<file path="src/design/bcd_binary_converter_macros.svh">
// Assertion macros shared by the converter RTL.
`ifndef BCD_BINARY_CONVERTER_MACROS_SVH
`define BCD_BINARY_CONVERTER_MACROS_SVH

// Same-cycle implication, checked on clk outside reset
`define BBC_ASSERT_NOW(label, ante, cons, msg) \
	label: assert property (@(posedge clk) disable iff (!arst_n) (ante) |-> (cons)) \
		else $error(msg);

// Next-cycle implication, checked on clk outside reset
`define BBC_ASSERT_NEXT(label, ante, cons, msg) \
	label: assert property (@(posedge clk) disable iff (!arst_n) (ante) |=> (cons)) \
		else $error(msg);

`endif

</file>
<file path="src/design/bbc_pkg.sv">
// Types, constants and step functions of the BCD / binary converter.
`default_nettype none

package bbc_pkg;

	localparam int WORD_W          = 32;
	localparam int NIB_W           = 4;
	localparam int NIBS            = WORD_W / NIB_W;
	localparam int BCD_DIGITS      = 10;                 // digits of the largest 32-bit value
	localparam int BCD_W           = BCD_DIGITS * NIB_W;
	localparam int NSTAGE          = 4;                  // conversion stages
	localparam int BITS_PER_STAGE  = WORD_W / NSTAGE;
	localparam int NIBS_PER_STAGE  = NIBS / NSTAGE;
	localparam logic [NIB_W-1:0] NIB_MAX     = 4'd9;
	localparam logic [NIB_W-1:0] DABBLE_MIN  = 4'd5;
	localparam logic [NIB_W-1:0] DABBLE_ADD  = 4'd3;

	localparam logic CMD_TO_BCD = 1'b0;
	localparam logic CMD_TO_BIN = 1'b1;

	typedef struct packed {
		logic              cmd;
		logic [WORD_W-1:0] value_in;
	} req_item_t;

	typedef struct packed {
		logic [WORD_W-1:0] value_out;
		logic              all_decimal;
		logic              digits_lost;
	} rsp_item_t;

	// 1 when every nibble of the word is a decimal digit
	function automatic logic word_all_decimal(input logic [WORD_W-1:0] w);
		logic ok;
		ok = 1'b1;
		for (int i = 0; i < NIBS; i++) begin
			if (w[NIB_W*i +: NIB_W] > NIB_MAX) ok = 1'b0;
		end
		return ok;
	endfunction

	// One double-dabble step: correct each digit, then shift in one bit
	function automatic logic [BCD_W-1:0] dabble_step(input logic [BCD_W-1:0] acc,
							 input logic b);
		logic [BCD_W-1:0] fix;
		fix = acc;
		for (int d = 0; d < BCD_DIGITS; d++) begin
			if (fix[NIB_W*d +: NIB_W] >= DABBLE_MIN)
				fix[NIB_W*d +: NIB_W] = fix[NIB_W*d +: NIB_W] + DABBLE_ADD;
		end
		return {fix[BCD_W-2:0], b};
	endfunction

	// Binary to BCD: the binary bits handled by one stage, MSB first
	function automatic logic [BCD_W-1:0] dabble_stage(input logic [BCD_W-1:0] acc,
							  input logic [WORD_W-1:0] v,
							  input int stage);
		logic [BCD_W-1:0] a;
		int idx;
		a = acc;
		for (int j = 0; j < BITS_PER_STAGE; j++) begin
			idx = WORD_W - 1 - BITS_PER_STAGE * stage - j;
			a = dabble_step(a, v[idx]);
		end
		return a;
	endfunction

	// BCD to binary: Horner steps acc = acc*10 + nibble for one stage
	function automatic logic [WORD_W-1:0] horner_stage(input logic [WORD_W-1:0] acc,
							   input logic [WORD_W-1:0] v,
							   input int stage,
							   input int digits);
		logic [WORD_W-1:0] a;
		logic [NIB_W-1:0]  nib;
		int idx;
		a = acc;
		for (int j = 0; j < NIBS_PER_STAGE; j++) begin
			idx = NIBS - 1 - NIBS_PER_STAGE * stage - j;
			nib = (idx < digits) ? v[NIB_W*idx +: NIB_W] : '0;
			a = (a << 3) + (a << 1) + WORD_W'(nib);
		end
		return a;
	endfunction

endpackage

`default_nettype wire

</file>
<file path="src/design/bcd_binary_converter.sv">
// Pipelined 32-bit binary <-> packed BCD converter, top level.
//
//  channel | valid     | stall     | payload              | direction
//  --------+-----------+-----------+----------------------+----------
//  request | req_valid | req_stall | req (req_item_t)     | in
//  result  | rsp_valid | rsp_stall | rsp (rsp_item_t)     | out
//
// One item per cycle unless a stalled result has backed up to the request.
// The 32 double-dabble shifts are split 8 per stage over four stages, the
// BCD-to-binary Horner sum 2 nibbles per stage; a fifth stage masks and flags.
// Every stage has its own valid bit and ready term, so bubbles close up and a
// stalled result keeps the stages behind it filling until they are full.
// Reset clears the valid bits only.
`default_nettype none

module bcd_binary_converter #(
	parameter int DIGITS = 8
) (
	input  wire                     clk,
	input  wire                     arst_n,
	input  wire                     req_valid,
	output logic                    req_stall,
	input  wire bbc_pkg::req_item_t req,
	output logic                    rsp_valid,
	input  wire                     rsp_stall,
	output bbc_pkg::rsp_item_t      rsp
);

	localparam int NS   = bbc_pkg::NSTAGE;
	localparam int KEEP = (DIGITS < bbc_pkg::BCD_DIGITS) ? DIGITS : bbc_pkg::BCD_DIGITS;
	localparam logic [bbc_pkg::BCD_W-1:0] KEEP_MASK =
		(bbc_pkg::BCD_W'(1) << (bbc_pkg::NIB_W * KEEP)) - bbc_pkg::BCD_W'(1);

	// valid bits: NS+1 is the result register
	logic [NS+1:1] vld_s;
	// valid entering each stage: index 0 is the request
	logic [NS:0]   vld_prev;
	logic [NS+2:1] rdy;

	logic                        cmd_s [1:NS+1];
	logic [bbc_pkg::WORD_W-1:0]  val_s [1:NS];
	logic [bbc_pkg::BCD_W-1:0]   acc_s [1:NS];
	bbc_pkg::rsp_item_t          rsp_s5;

	assign vld_prev = {vld_s[NS:1], req_valid};

	// ready chain from the result side back to the request
	assign rdy[NS+2] = !rsp_stall;
	for (genvar k = 1; k <= NS + 1; k++) begin : g_rdy
		assign rdy[k] = !vld_s[k] || rdy[k+1];
	end
	assign req_stall = !rdy[1];

	// valid bits
	for (genvar k = 1; k <= NS + 1; k++) begin : g_vld
		always_ff @(posedge clk or negedge arst_n) begin
			if (!arst_n) begin
				vld_s[k] <= 1'b0;
			end else if (rdy[k]) begin
				vld_s[k] <= vld_prev[k-1];
			end
		end
	end

	// conversion stages
	for (genvar k = 1; k <= NS; k++) begin : g_stage
		logic                       cmd_in;
		logic [bbc_pkg::WORD_W-1:0] val_in;
		logic [bbc_pkg::BCD_W-1:0]  acc_in;
		logic [bbc_pkg::BCD_W-1:0]  acc_nx;
		logic [bbc_pkg::WORD_W-1:0] sum_nx;

		if (k == 1) begin : g_first
			assign cmd_in = req.cmd;
			assign val_in = req.value_in;
			assign acc_in = '0;
		end else begin : g_next
			assign cmd_in = cmd_s[k-1];
			assign val_in = val_s[k-1];
			assign acc_in = acc_s[k-1];
		end

		// one share of the chosen conversion
		always_comb begin
			sum_nx = bbc_pkg::horner_stage(acc_in[bbc_pkg::WORD_W-1:0], val_in, k - 1,
				DIGITS);
			if (cmd_in == bbc_pkg::CMD_TO_BIN) begin
				acc_nx = bbc_pkg::BCD_W'(sum_nx);
			end else begin
				acc_nx = bbc_pkg::dabble_stage(acc_in, val_in, k - 1);
			end
		end

		always_ff @(posedge clk) begin
			if (rdy[k] && vld_prev[k-1]) begin
				cmd_s[k] <= cmd_in;
				val_s[k] <= val_in;
				acc_s[k] <= acc_nx;
			end
		end
	end

	// result stage: for BCD results keep DIGITS digits, flag dropped ones
	logic [bbc_pkg::BCD_W-1:0] kept_bcd;
	bbc_pkg::rsp_item_t        rsp_nx;

	always_comb begin
		kept_bcd = acc_s[NS] & KEEP_MASK;
		rsp_nx.all_decimal = bbc_pkg::word_all_decimal(val_s[NS]);
		if (cmd_s[NS] == bbc_pkg::CMD_TO_BIN) begin
			rsp_nx.value_out   = acc_s[NS][bbc_pkg::WORD_W-1:0];
			rsp_nx.digits_lost = 1'b0;
		end else begin
			rsp_nx.value_out   = kept_bcd[bbc_pkg::WORD_W-1:0];
			rsp_nx.digits_lost = |(acc_s[NS] & ~KEEP_MASK);
		end
	end

	always_ff @(posedge clk) begin
		if (rdy[NS+1] && vld_s[NS]) begin
			cmd_s[NS+1] <= cmd_s[NS];
			rsp_s5      <= rsp_nx;
		end
	end

	assign rsp_valid = vld_s[NS+1];
	assign rsp       = rsp_s5;

	// checks
	logic rsp_to_bin;
	logic rsp_bcd_ok;

	assign rsp_to_bin = (cmd_s[NS+1] == bbc_pkg::CMD_TO_BIN);
	assign rsp_bcd_ok = bbc_pkg::word_all_decimal(rsp.value_out);

`include "bcd_binary_converter_macros.svh"

	`BBC_ASSERT_NEXT(a_accept_fills_s1, req_valid && !req_stall, vld_s[1], "accepted item lost")
	`BBC_ASSERT_NOW(a_full_blocks, (&vld_s) && rsp_stall, req_stall, "request taken while full")
	`BBC_ASSERT_NOW(a_bin_no_lost, rsp_valid && rsp_to_bin, !rsp.digits_lost, "lost digits on BCD in")
	`BBC_ASSERT_NOW(a_bcd_decimal, rsp_valid && !rsp_to_bin, rsp_bcd_ok, "non-decimal BCD digit")

endmodule

`default_nettype wire
</file>
<file path="config.mk">
export PLATFORM = sky130hd
export DESIGN_NAME = bcd_binary_converter
export DESIGN_NICKNAME = d
export VERILOG_FILES = /design/src/design/bbc_pkg.sv /design/src/design/bcd_binary_converter.sv
export VERILOG_INCLUDE_DIRS = /design/src /design/src/design
export SDC_FILE = /design/constraint.sdc
export NUM_CORES = 1
export LEC_CHECK = 0
export ABC_CLOCK_PERIOD_IN_PS = 7700
export CELL_PAD_IN_SITES_DETAIL_PLACEMENT = 1
export CELL_PAD_IN_SITES_GLOBAL_PLACEMENT = 2
export CORE_ASPECT_RATIO = 0.6
export CORE_MARGIN = 5
export CORE_UTILIZATION = 37
export CTS_CLUSTER_DIAMETER = 60
export DETAILED_ROUTE_END_ITERATION = 10
export DONT_BUFFER_PORTS = 1
export GPL_ROUTABILITY_DRIVEN = 1
export PLACE_DENSITY = 0.82
export SYNTH_ARGS = -nofsm -noshare
export SYNTH_HDL_FRONTEND = slang
export SYNTH_SLANG_ARGS = --single-unit
</file>
<file path="constraint.sdc">
create_clock -name clk -period 7.7 [get_ports clk]
set_clock_uncertainty 0.15 [all_clocks]
set_input_delay 0.385 -clock clk [delete_from_list [all_inputs] [get_ports clk]]
set_output_delay 0.385 -clock clk [all_outputs]
set_load 0.02 [all_outputs]
</file>
==> reports/results.txt, run 1 <==
The tools report the number of vias after detailed routing as 31,770. After synthesis, the most frequently instantiated cells are 412 x ha_1, 320 x a21oi_1, 316 x nand2_1. The final max-slew violation count was 0; the gate count of the mapped netlist was 4,170.

The count of buffers added on input and output ports is 0. Among all flip-flop cells after synthesis, the most frequent one is edfxtp_1. Row generation in the floorplan step produced 87 rows.

The half-perimeter wire length after detailed placement was 76,800 µm. Counting flops with an async set or reset pin after synthesis yields a share of 1.98%. The cell that appears most often on the critical path is ha_1.

The setup check on the worst reg-to-reg path leaves a slack of 0.34 ns. In the post-synthesis netlist, the cell with the most instances is ha_1. The number of cells on the worst reg-to-reg path is 41.

The longest clock path from root to sink contains 3 buffers. On the critical path, the stage with the largest delay is an instance of edfxtp_1. The met3 demand-to-capacity share in global routing is 1.87%. Global routing used 18.9% of the available tracks across all layers.

The highest net fanout along the worst path came out at 4. The capturing element of the worst setup path is acc_s[0][197]. At the end of the flow the core is filled with cells to 42.1%. The antenna diode instance count was 0. Global routing consumed, on the met2 layer, 28.5% of the routing resources.

The worst register-to-register path ends at acc_s[0][197]. The detailed router finished its first iteration with 1,809 violations. The worst min-delay path class is input port to flop. The run gives 7.55 ns as the arrival time of the worst setup path. The share of post-route cells with drive strength above 1 was 13.4%. Wire length per cell: 17.6 µm.

The run finished with clean final reports. Type of the setup path with the least slack: flop to flop. STA classifies the critical path startpoint as a flop.

After routing, the total negative slack on setup checks comes to 0 ns. The deepest level of the CTS H-tree is 1, and the chip height is 248 µm. For this run, the number of Yosys warnings is 0.

The average cell area after synthesis is 8.35 µm², and the first-pass GRT wire length is 162,000 µm. Counting every net in the synthesized netlist gives 4,633. Endpoint class of the critical path: a flop. Pin placement for this block handled 73 I/O pins. The run gives 20.4% as the headroom to the max-slew limit. Global routing finished with a remaining overflow of 0.

The via count of the first global-routing pass was 31,307; the minimum clock period was 7.36 ns. After layout, the worst path uses 95.6% of the clock period. The total core area was 0.0936 mm²; the area growth from synthesis to final layout was 13.0%. By area the synthesized netlist is led by edfxtp_1 21%, ha_1 15%, a21oi_1 4.6%.

On the final layout, the worst hold slack is 0.0535 ns. The clock network latency to the later pin of the worst-skew pair is 0.63 ns, and the synthesized area is 0.0348 mm². Dividing the detail-routed via count by the number of cells gives 5.69. The overall die area is 0.101 mm², and the register clock-pin slew on the reported worst setup and hold paths is 0.07 ns.

In this run, CTS created clock tree buffers numbering 31. The logs give 0 for the number of antenna violations at the first check in global routing and 5,441 for the placed cell count. The tools report the initial cell density of the core as 37.2%. The run gives 0.853 as the last weighted congestion value of the routability-driven placer. The tree is rooted in a clkbuf_16.

For this run, design rule violations remaining after detail routing come to 0. Total wire length after detailed routing: 98,100 µm. For this run, the detailed router's first-pass iteration total came to 5.

Entering global routing, the biggest net connects 66 pins. The max-cap violation count was 0. The startpoint identified for the worst register-to-register timing path is acc_s[0][149]. CTS saw 253 sinks. The number of synthesized register bits was 253; the count of filler cells inserted in the layout was 11,157. The die is 406 µm wide. Fraction of synthesized cell area taken by the top area cell type: 21.4%.

The tools report the multi-input logic area as 0.0264 mm². In this run the worst setup path begins at acc_s[0][149]. Of the synthesized area, sequential elements account for 21.7%. TritonCTS built the clock tree.

For the worst setup path, the data required time is 7.89 ns. Registers take 0.00757 mm². The number of nets with antenna violations after detailed routing is 0, and the count of non-filler cells in the finished layout is 5,582. The cell accounting for the most synthesized area is edfxtp_1. The final-report hold violation count is 0, and the transition time at the pin with the least slew margin is 1.16 ns.

The layer with the highest usage after global routing is met1. The met1 usage in global routing was 29.7%. Setup violations remaining at the end of the flow were counted as 0. Static timing analysis puts the maximum clock frequency at 0.136 GHz. The number of distinct library cell variants in the gate-level netlist after synthesis was 128; the count of flip-flops with a built-in enable after synthesis was 248. The largest single stage delay on the critical path is 0.42 ns.

For the final-stage net count, the log shows 4,774.
[per-layer routing]
metal | up-vias | share of wire [%]
met3 | 50 | 2.8
met2 | 329 | 41
li1 | 16039 | -
met4 | 0 | 0.97
met1 | 15352 | 55
met5 | - | 0
[cell type report]
class	instances	area share, %
Multi-Input combinational cell	3536	67.0
Tap cell	1246	3.96
Sequential cell	253	19.2
Inverter	283	2.70
Clock inverter	24	0.969
Clock buffer	34	2.00
Timing Repair Buffer	206	4.17
[sequential cells by signal (all words and copies together) (netlist names)]
signal and cells:
cmd_s 4, val_s 109, vld_prev 4, rsp_valid 1, acc_s 101, rsp 34
[layout by cell type, fill, tap and decap left out, types with 101 or more instances in the layout]
| cell type | Yosys | final |
|---|---|---|
| ha_1 | 412 | 403 |
| nand2_1 | 316 | 316 |
| nor2_1 | 315 | 308 |
| a21oi_1 | 320 | 301 |
| inv_1 | 276 | 274 |
| o21ai_0 | 279 | 270 |
| edfxtp_1 | 248 | 248 |
| buf_4 | 3 | 168 |
| xnor2_1 | 154 | 144 |
| mux2i_1 | 110 | 101 |
[kinds of logic after synthesis]
| kind of cell | synth area share (%) |
|---|---|
| compound gates | 29.5 |
| xor+xnor | 5.32 |
| fa+ha+maj | 15.6 |
| buf+inv | 4.21 |
| flops | 21.7 |
| mux | 6.01 |
| simple gates | 17.6 |
[worst min-delay path by stage]
stage                     startpoint            to  slack [ns]  depth (start not counted)
after floorplan               arst_n     rsp_valid       -0.06                          0
after global placement        arst_n   vld_prev[1]       -0.06                          0
after detailed placement      arst_n   vld_prev[1]       -0.06                          0
after CTS                    req[25]  acc_s[0][41]       0.007                          3
after global routing         req[29]  acc_s[0][42]        0.07                          3
final                        req[25]  acc_s[0][41]        0.05                          3
[timing repair]
item,CTS,global route
endpoints found under the setup margin,8,74
cloned,0,0
gates resized for setup,8,130
hold endpoints to repair,51,0
buffers inserted,3,42
hold buffers,38,0
pin swaps,1,26
[stage by stage]
step,instance area [µm²],setup WS (ns)
floorplan,34800,0.274
global placement,36900,0.230
global route,39400,-0.104
CTS,38500,0.0277
finish,39400,0.338
detailed placement,36900,-0.206
[critical path, delay by kind of cell (launching register included)]
family,cells,cell delay (ns)
compound gates,8,1.65
xor+xnor,6,1.19
fa+ha+maj,10,1.94
buf+inv,8,0.67
flops,1,0.42
mux,1,0.11
simple gates,8,0.94
Power of run 1 is left out: the tool's default activity adds up to more than one toggle a clock period on the data nets, which glitch-free logic cannot reach.
==> run 2, diff against run 1 <==
--- a/config.mk
+++ b/config.mk
@@ -6,10 +6,10 @@
 export SDC_FILE = /design/constraint.sdc
 export NUM_CORES = 1
 export LEC_CHECK = 0
-export ABC_CLOCK_PERIOD_IN_PS = 7700
+export ABC_CLOCK_PERIOD_IN_PS = 6300
 export CELL_PAD_IN_SITES_DETAIL_PLACEMENT = 1
 export CELL_PAD_IN_SITES_GLOBAL_PLACEMENT = 2
-export CORE_ASPECT_RATIO = 0.6
+export CORE_ASPECT_RATIO = 0.9
 export CORE_MARGIN = 5
 export CORE_UTILIZATION = 37
 export CTS_CLUSTER_DIAMETER = 60
==> constraint.sdc (replaced) <==
create_clock -name clk -period 6.3 [get_ports clk]
set_clock_uncertainty 0.15 [all_clocks]
set_input_delay 0.315 -clock clk [delete_from_list [all_inputs] [get_ports clk]]
set_output_delay 0.315 -clock clk [all_outputs]
set_load 0.02 [all_outputs]
==> run 2 against run 1 <==
  * The run now ends with setup timing left
  * Global-route usage grew 2.6 points
  * Non-clock buffer count increased by 1074
  * Sequential share of layout area decreased by 4.7 points
  * Utilization up 14 points
  * Via count increased by 20%
  * Clock-buffer cell count is 8 higher
  * Fmax grew 7.1%
  * Register-to-register slack got worse by 0.91 ns
  * Die area fell by 0.19%
  * Highest routed layer unchanged
  * Cell count is 19% higher
==> reports/results.txt, run 2 (same netlist as run 1, synthesis figures left out) <==
The last weighted congestion value of the routability-driven placer is 0.831 (was 0.853). Register clock-pin slew on the reported worst setup and hold paths: 0.06 ns (was 0.07 ns). The logs give 106 (was 87) for the cell row count and 0 (unchanged) for the number of remaining DRC errors. The endpoint class of the critical path is a flop (unchanged). The share of post-route cells with drive strength above 1 came out at 43.1% (was 13.4%). The checks that failed: setup timing.

The type of the setup path with the least slack was flop to flop (unchanged). The tools report the cell at the root of the clock tree as clkbuf_16 (unchanged). Share of the clock period used by the worst path: 109% (was 95.6%).

The top-level I/O count was 73 (unchanged). The tools report the launch instance of the worst register-to-register path as acc_s[0][81] (was acc_s[0][149]). The tools report the kind of start point of the critical path as a flop (unchanged). The count of clock tree sinks came out at 253 (unchanged).

Highest-count cells in the layout ignoring fill and taps: 1,175 x buf_4, 297 x nand2_1, 276 x ha_1 (was 403 x ha_1, 316 x nand2_1, 308 x nor2_1). Detailed-route vias per instance: 5.72 (was 5.69). The total of buffers placed on input and output ports was 0 (unchanged).

Highest net fanout along the worst path: 3 (was 4). The number of vias after detailed routing came out at 38,063 (was 31,770). The final max-slew violation count is 0 (unchanged), and the arrival time of the worst setup path is 7.03 ns (was 7.55 ns).

Minimum clock period: 6.88 ns (was 7.36 ns). For the half-perimeter wire length after detailed placement, the log shows 83,800 µm (was 76,800 µm). The total wire length after detailed routing came out at 132,000 µm (was 98,100 µm).

The least setup slack across all paths after layout is -0.576 ns (was 0.338 ns), and the clock network latency to the later pin of the worst-skew pair is 0.58 ns (was 0.63 ns). The run gives -0.58 ns (was 0.34 ns) as the worst setup slack for register-to-register paths. The overall die area is 0.100 mm² (was 0.101 mm²), and the overall routing resource usage is 21.5% (was 18.9%). The headroom to the max-slew limit is 28.1% (was 20.4%). The most common library cell in the layout ignoring fill and taps was buf_4 (was ha_1). The tools report the initial cell density of the core as 37.4% (was 37.2%). The tools report the final-stage net count as 5,851 (was 4,774). The final-report hold violation count is 0 (unchanged).

The pre-CTS setup slack is -0.537 ns (was -0.206 ns). The cell type of the slowest stage on the worst timing path was edfxtp_1 (unchanged). The capturing element of the worst setup path was acc_s[0][125] (was acc_s[0][197]).

The number of failing setup endpoints in the final timing report was 60 (was 0); the die width was 333 µm (was 406 µm). For the total global routing overflow, the log shows 0 (unchanged). The largest net degree at the start of global routing came out at 66 (unchanged). The delay contributed by the slowest stage of the critical path is 0.45 ns (was 0.42 ns), and the chip height is 301 µm (was 248 µm). The logs give 0 (unchanged) for the antenna diode instance count and 34 (was 31) for the number of buffers created by CTS. The required time at the worst-slack endpoint is 6.46 ns (was 7.89 ns). Number of antenna violations at the first check in global routing: 0 (unchanged). Critical path startpoint: acc_s[0][81] (was acc_s[0][149]).

The deepest level of the CTS H-tree was 2 (was 1); the number of violations reported at the end of detailed-routing iteration 0 was 1,791 (was 1,809). The placed cell area came out at 0.0438 mm² (was 0.0369 mm²). The most flop-heavy register was val_s (unchanged).

TritonCTS built the clock tree. The via count of the first global-routing pass is 38,612 (was 31,307). Wire length per cell: 19.8 µm (was 17.6 µm). The number of nets with antenna violations after detailed routing was 0 (unchanged); the number of cells on the worst reg-to-reg path was 35 (was 41). The run finished, with violations left. The finished layout cell area was 0.0521 mm² (was 0.0394 mm²); the first-pass GRT wire length was 187,000 µm (was 162,000 µm).

For the buffer levels on the longest clock path, the log shows 3 (unchanged). The area growth from synthesis to final layout is 49.7% (was 13.0%). The timing-limited maximum frequency is 0.145 GHz (was 0.136 GHz), and the number of detailed-routing iterations run before antenna repair is 5 (unchanged). The reg-to-reg endpoint is acc_s[0][125] (was acc_s[0][197]).

The number of flip-flops under the largest register name was 109 (unchanged); the transition time at the pin with the least slew margin was 1.08 ns (was 1.16 ns). The max-cap violation count is 0 (unchanged). Total core area: 0.0931 mm² (was 0.0936 mm²). Setup repair after global routing could not meet its margin everywhere.

The worst min-delay path class was input port to flop (unchanged).
[run 2: cell count changes in the layout (fill, tap and decap cells not counted), moves of 51 or more]
cell / delta
ha_4: +82
o21ai_2: +51
ha_1: -127
inv_2: +64
o21ai_0: -100
buf_4: +1007
buf_6: +67
nor2_1: -55
inv_1: -74
a21oi_1: -65
[run 2: how the worst min path moves through the flow]
stage | from | to | slack, ns | cells past startpoint
after floorplan | arst_n | rsp_valid | -0.13 | 0
after detailed placement | arst_n | vld_prev[4] | -0.13 | 0
after CTS | req[29] | acc_s[0][49] | 0.05 | 4
after global routing | req[29] | acc_s[0][42] | 0.10 | 3
final | req[29] | acc_s[0][49] | 0.08 | 4
after global placement | arst_n | vld_prev[4] | -0.13 | 0
[run 2: critical path, delay by kind of cell, from the launching register on]
kind / cells / cell delay [ns]
DFF: 1 / 0.45
xor gates and xnor gates: 1 / 0.10
and+or+nand+nor: 8 / 1.63
buffers and inverters: 6 / 0.60
AOI/OAI and AO/OA: 13 / 2.34
adders and majority gates: 7 / 1.30
[run 2: routing by layer]
metal	up-vias	part of all wire [%]	GRT usage (%)
li1	18176	-	-
met3	291	2.6	1.93
met1	18901	41	26.0
met4	0	3.1	5.46
met5	-	0	0
met2	695	53	40.8
[run 2: final cells by class]
type	instances	area (µm²)
Sequential cell	253	7570
Clock inverter	18	239
Timing Repair Buffer	1280	9950
Tap cell	1242	1550
Inverter	283	1090
Multi-Input combinational cell	3536	30900
Clock buffer	42	881
Fill cell	10648	41000
[run 2: repair_timing]
item                                    CTS  global route
cloned                                    0             1
endpoints found under the hold margin    51             0
resized for setup                       390           643
pin swaps                               234           388
endpoints found under the setup margin   76            76
hold buffers                             37             0
setup buffers                           167           166
[run 2: through the flow]
stage | hold slack [ns] | setup TNS [ns] | cells | utilization, %
CTS | 0.0451 | -3.69 | 6499 | 51.7
global placement | -0.130 | -4.98 | 6237 | 47.1
global route | 0.101 | -32.17 | 6654 | 56.0
floorplan | -0.131 | -2.46 | 4170 | -
finish | 0.0793 | -12.74 | 6654 | 56.0
detailed placement | -0.130 | -18.36 | 6237 | 47.1
Power of run 2 is left out for the same reason.
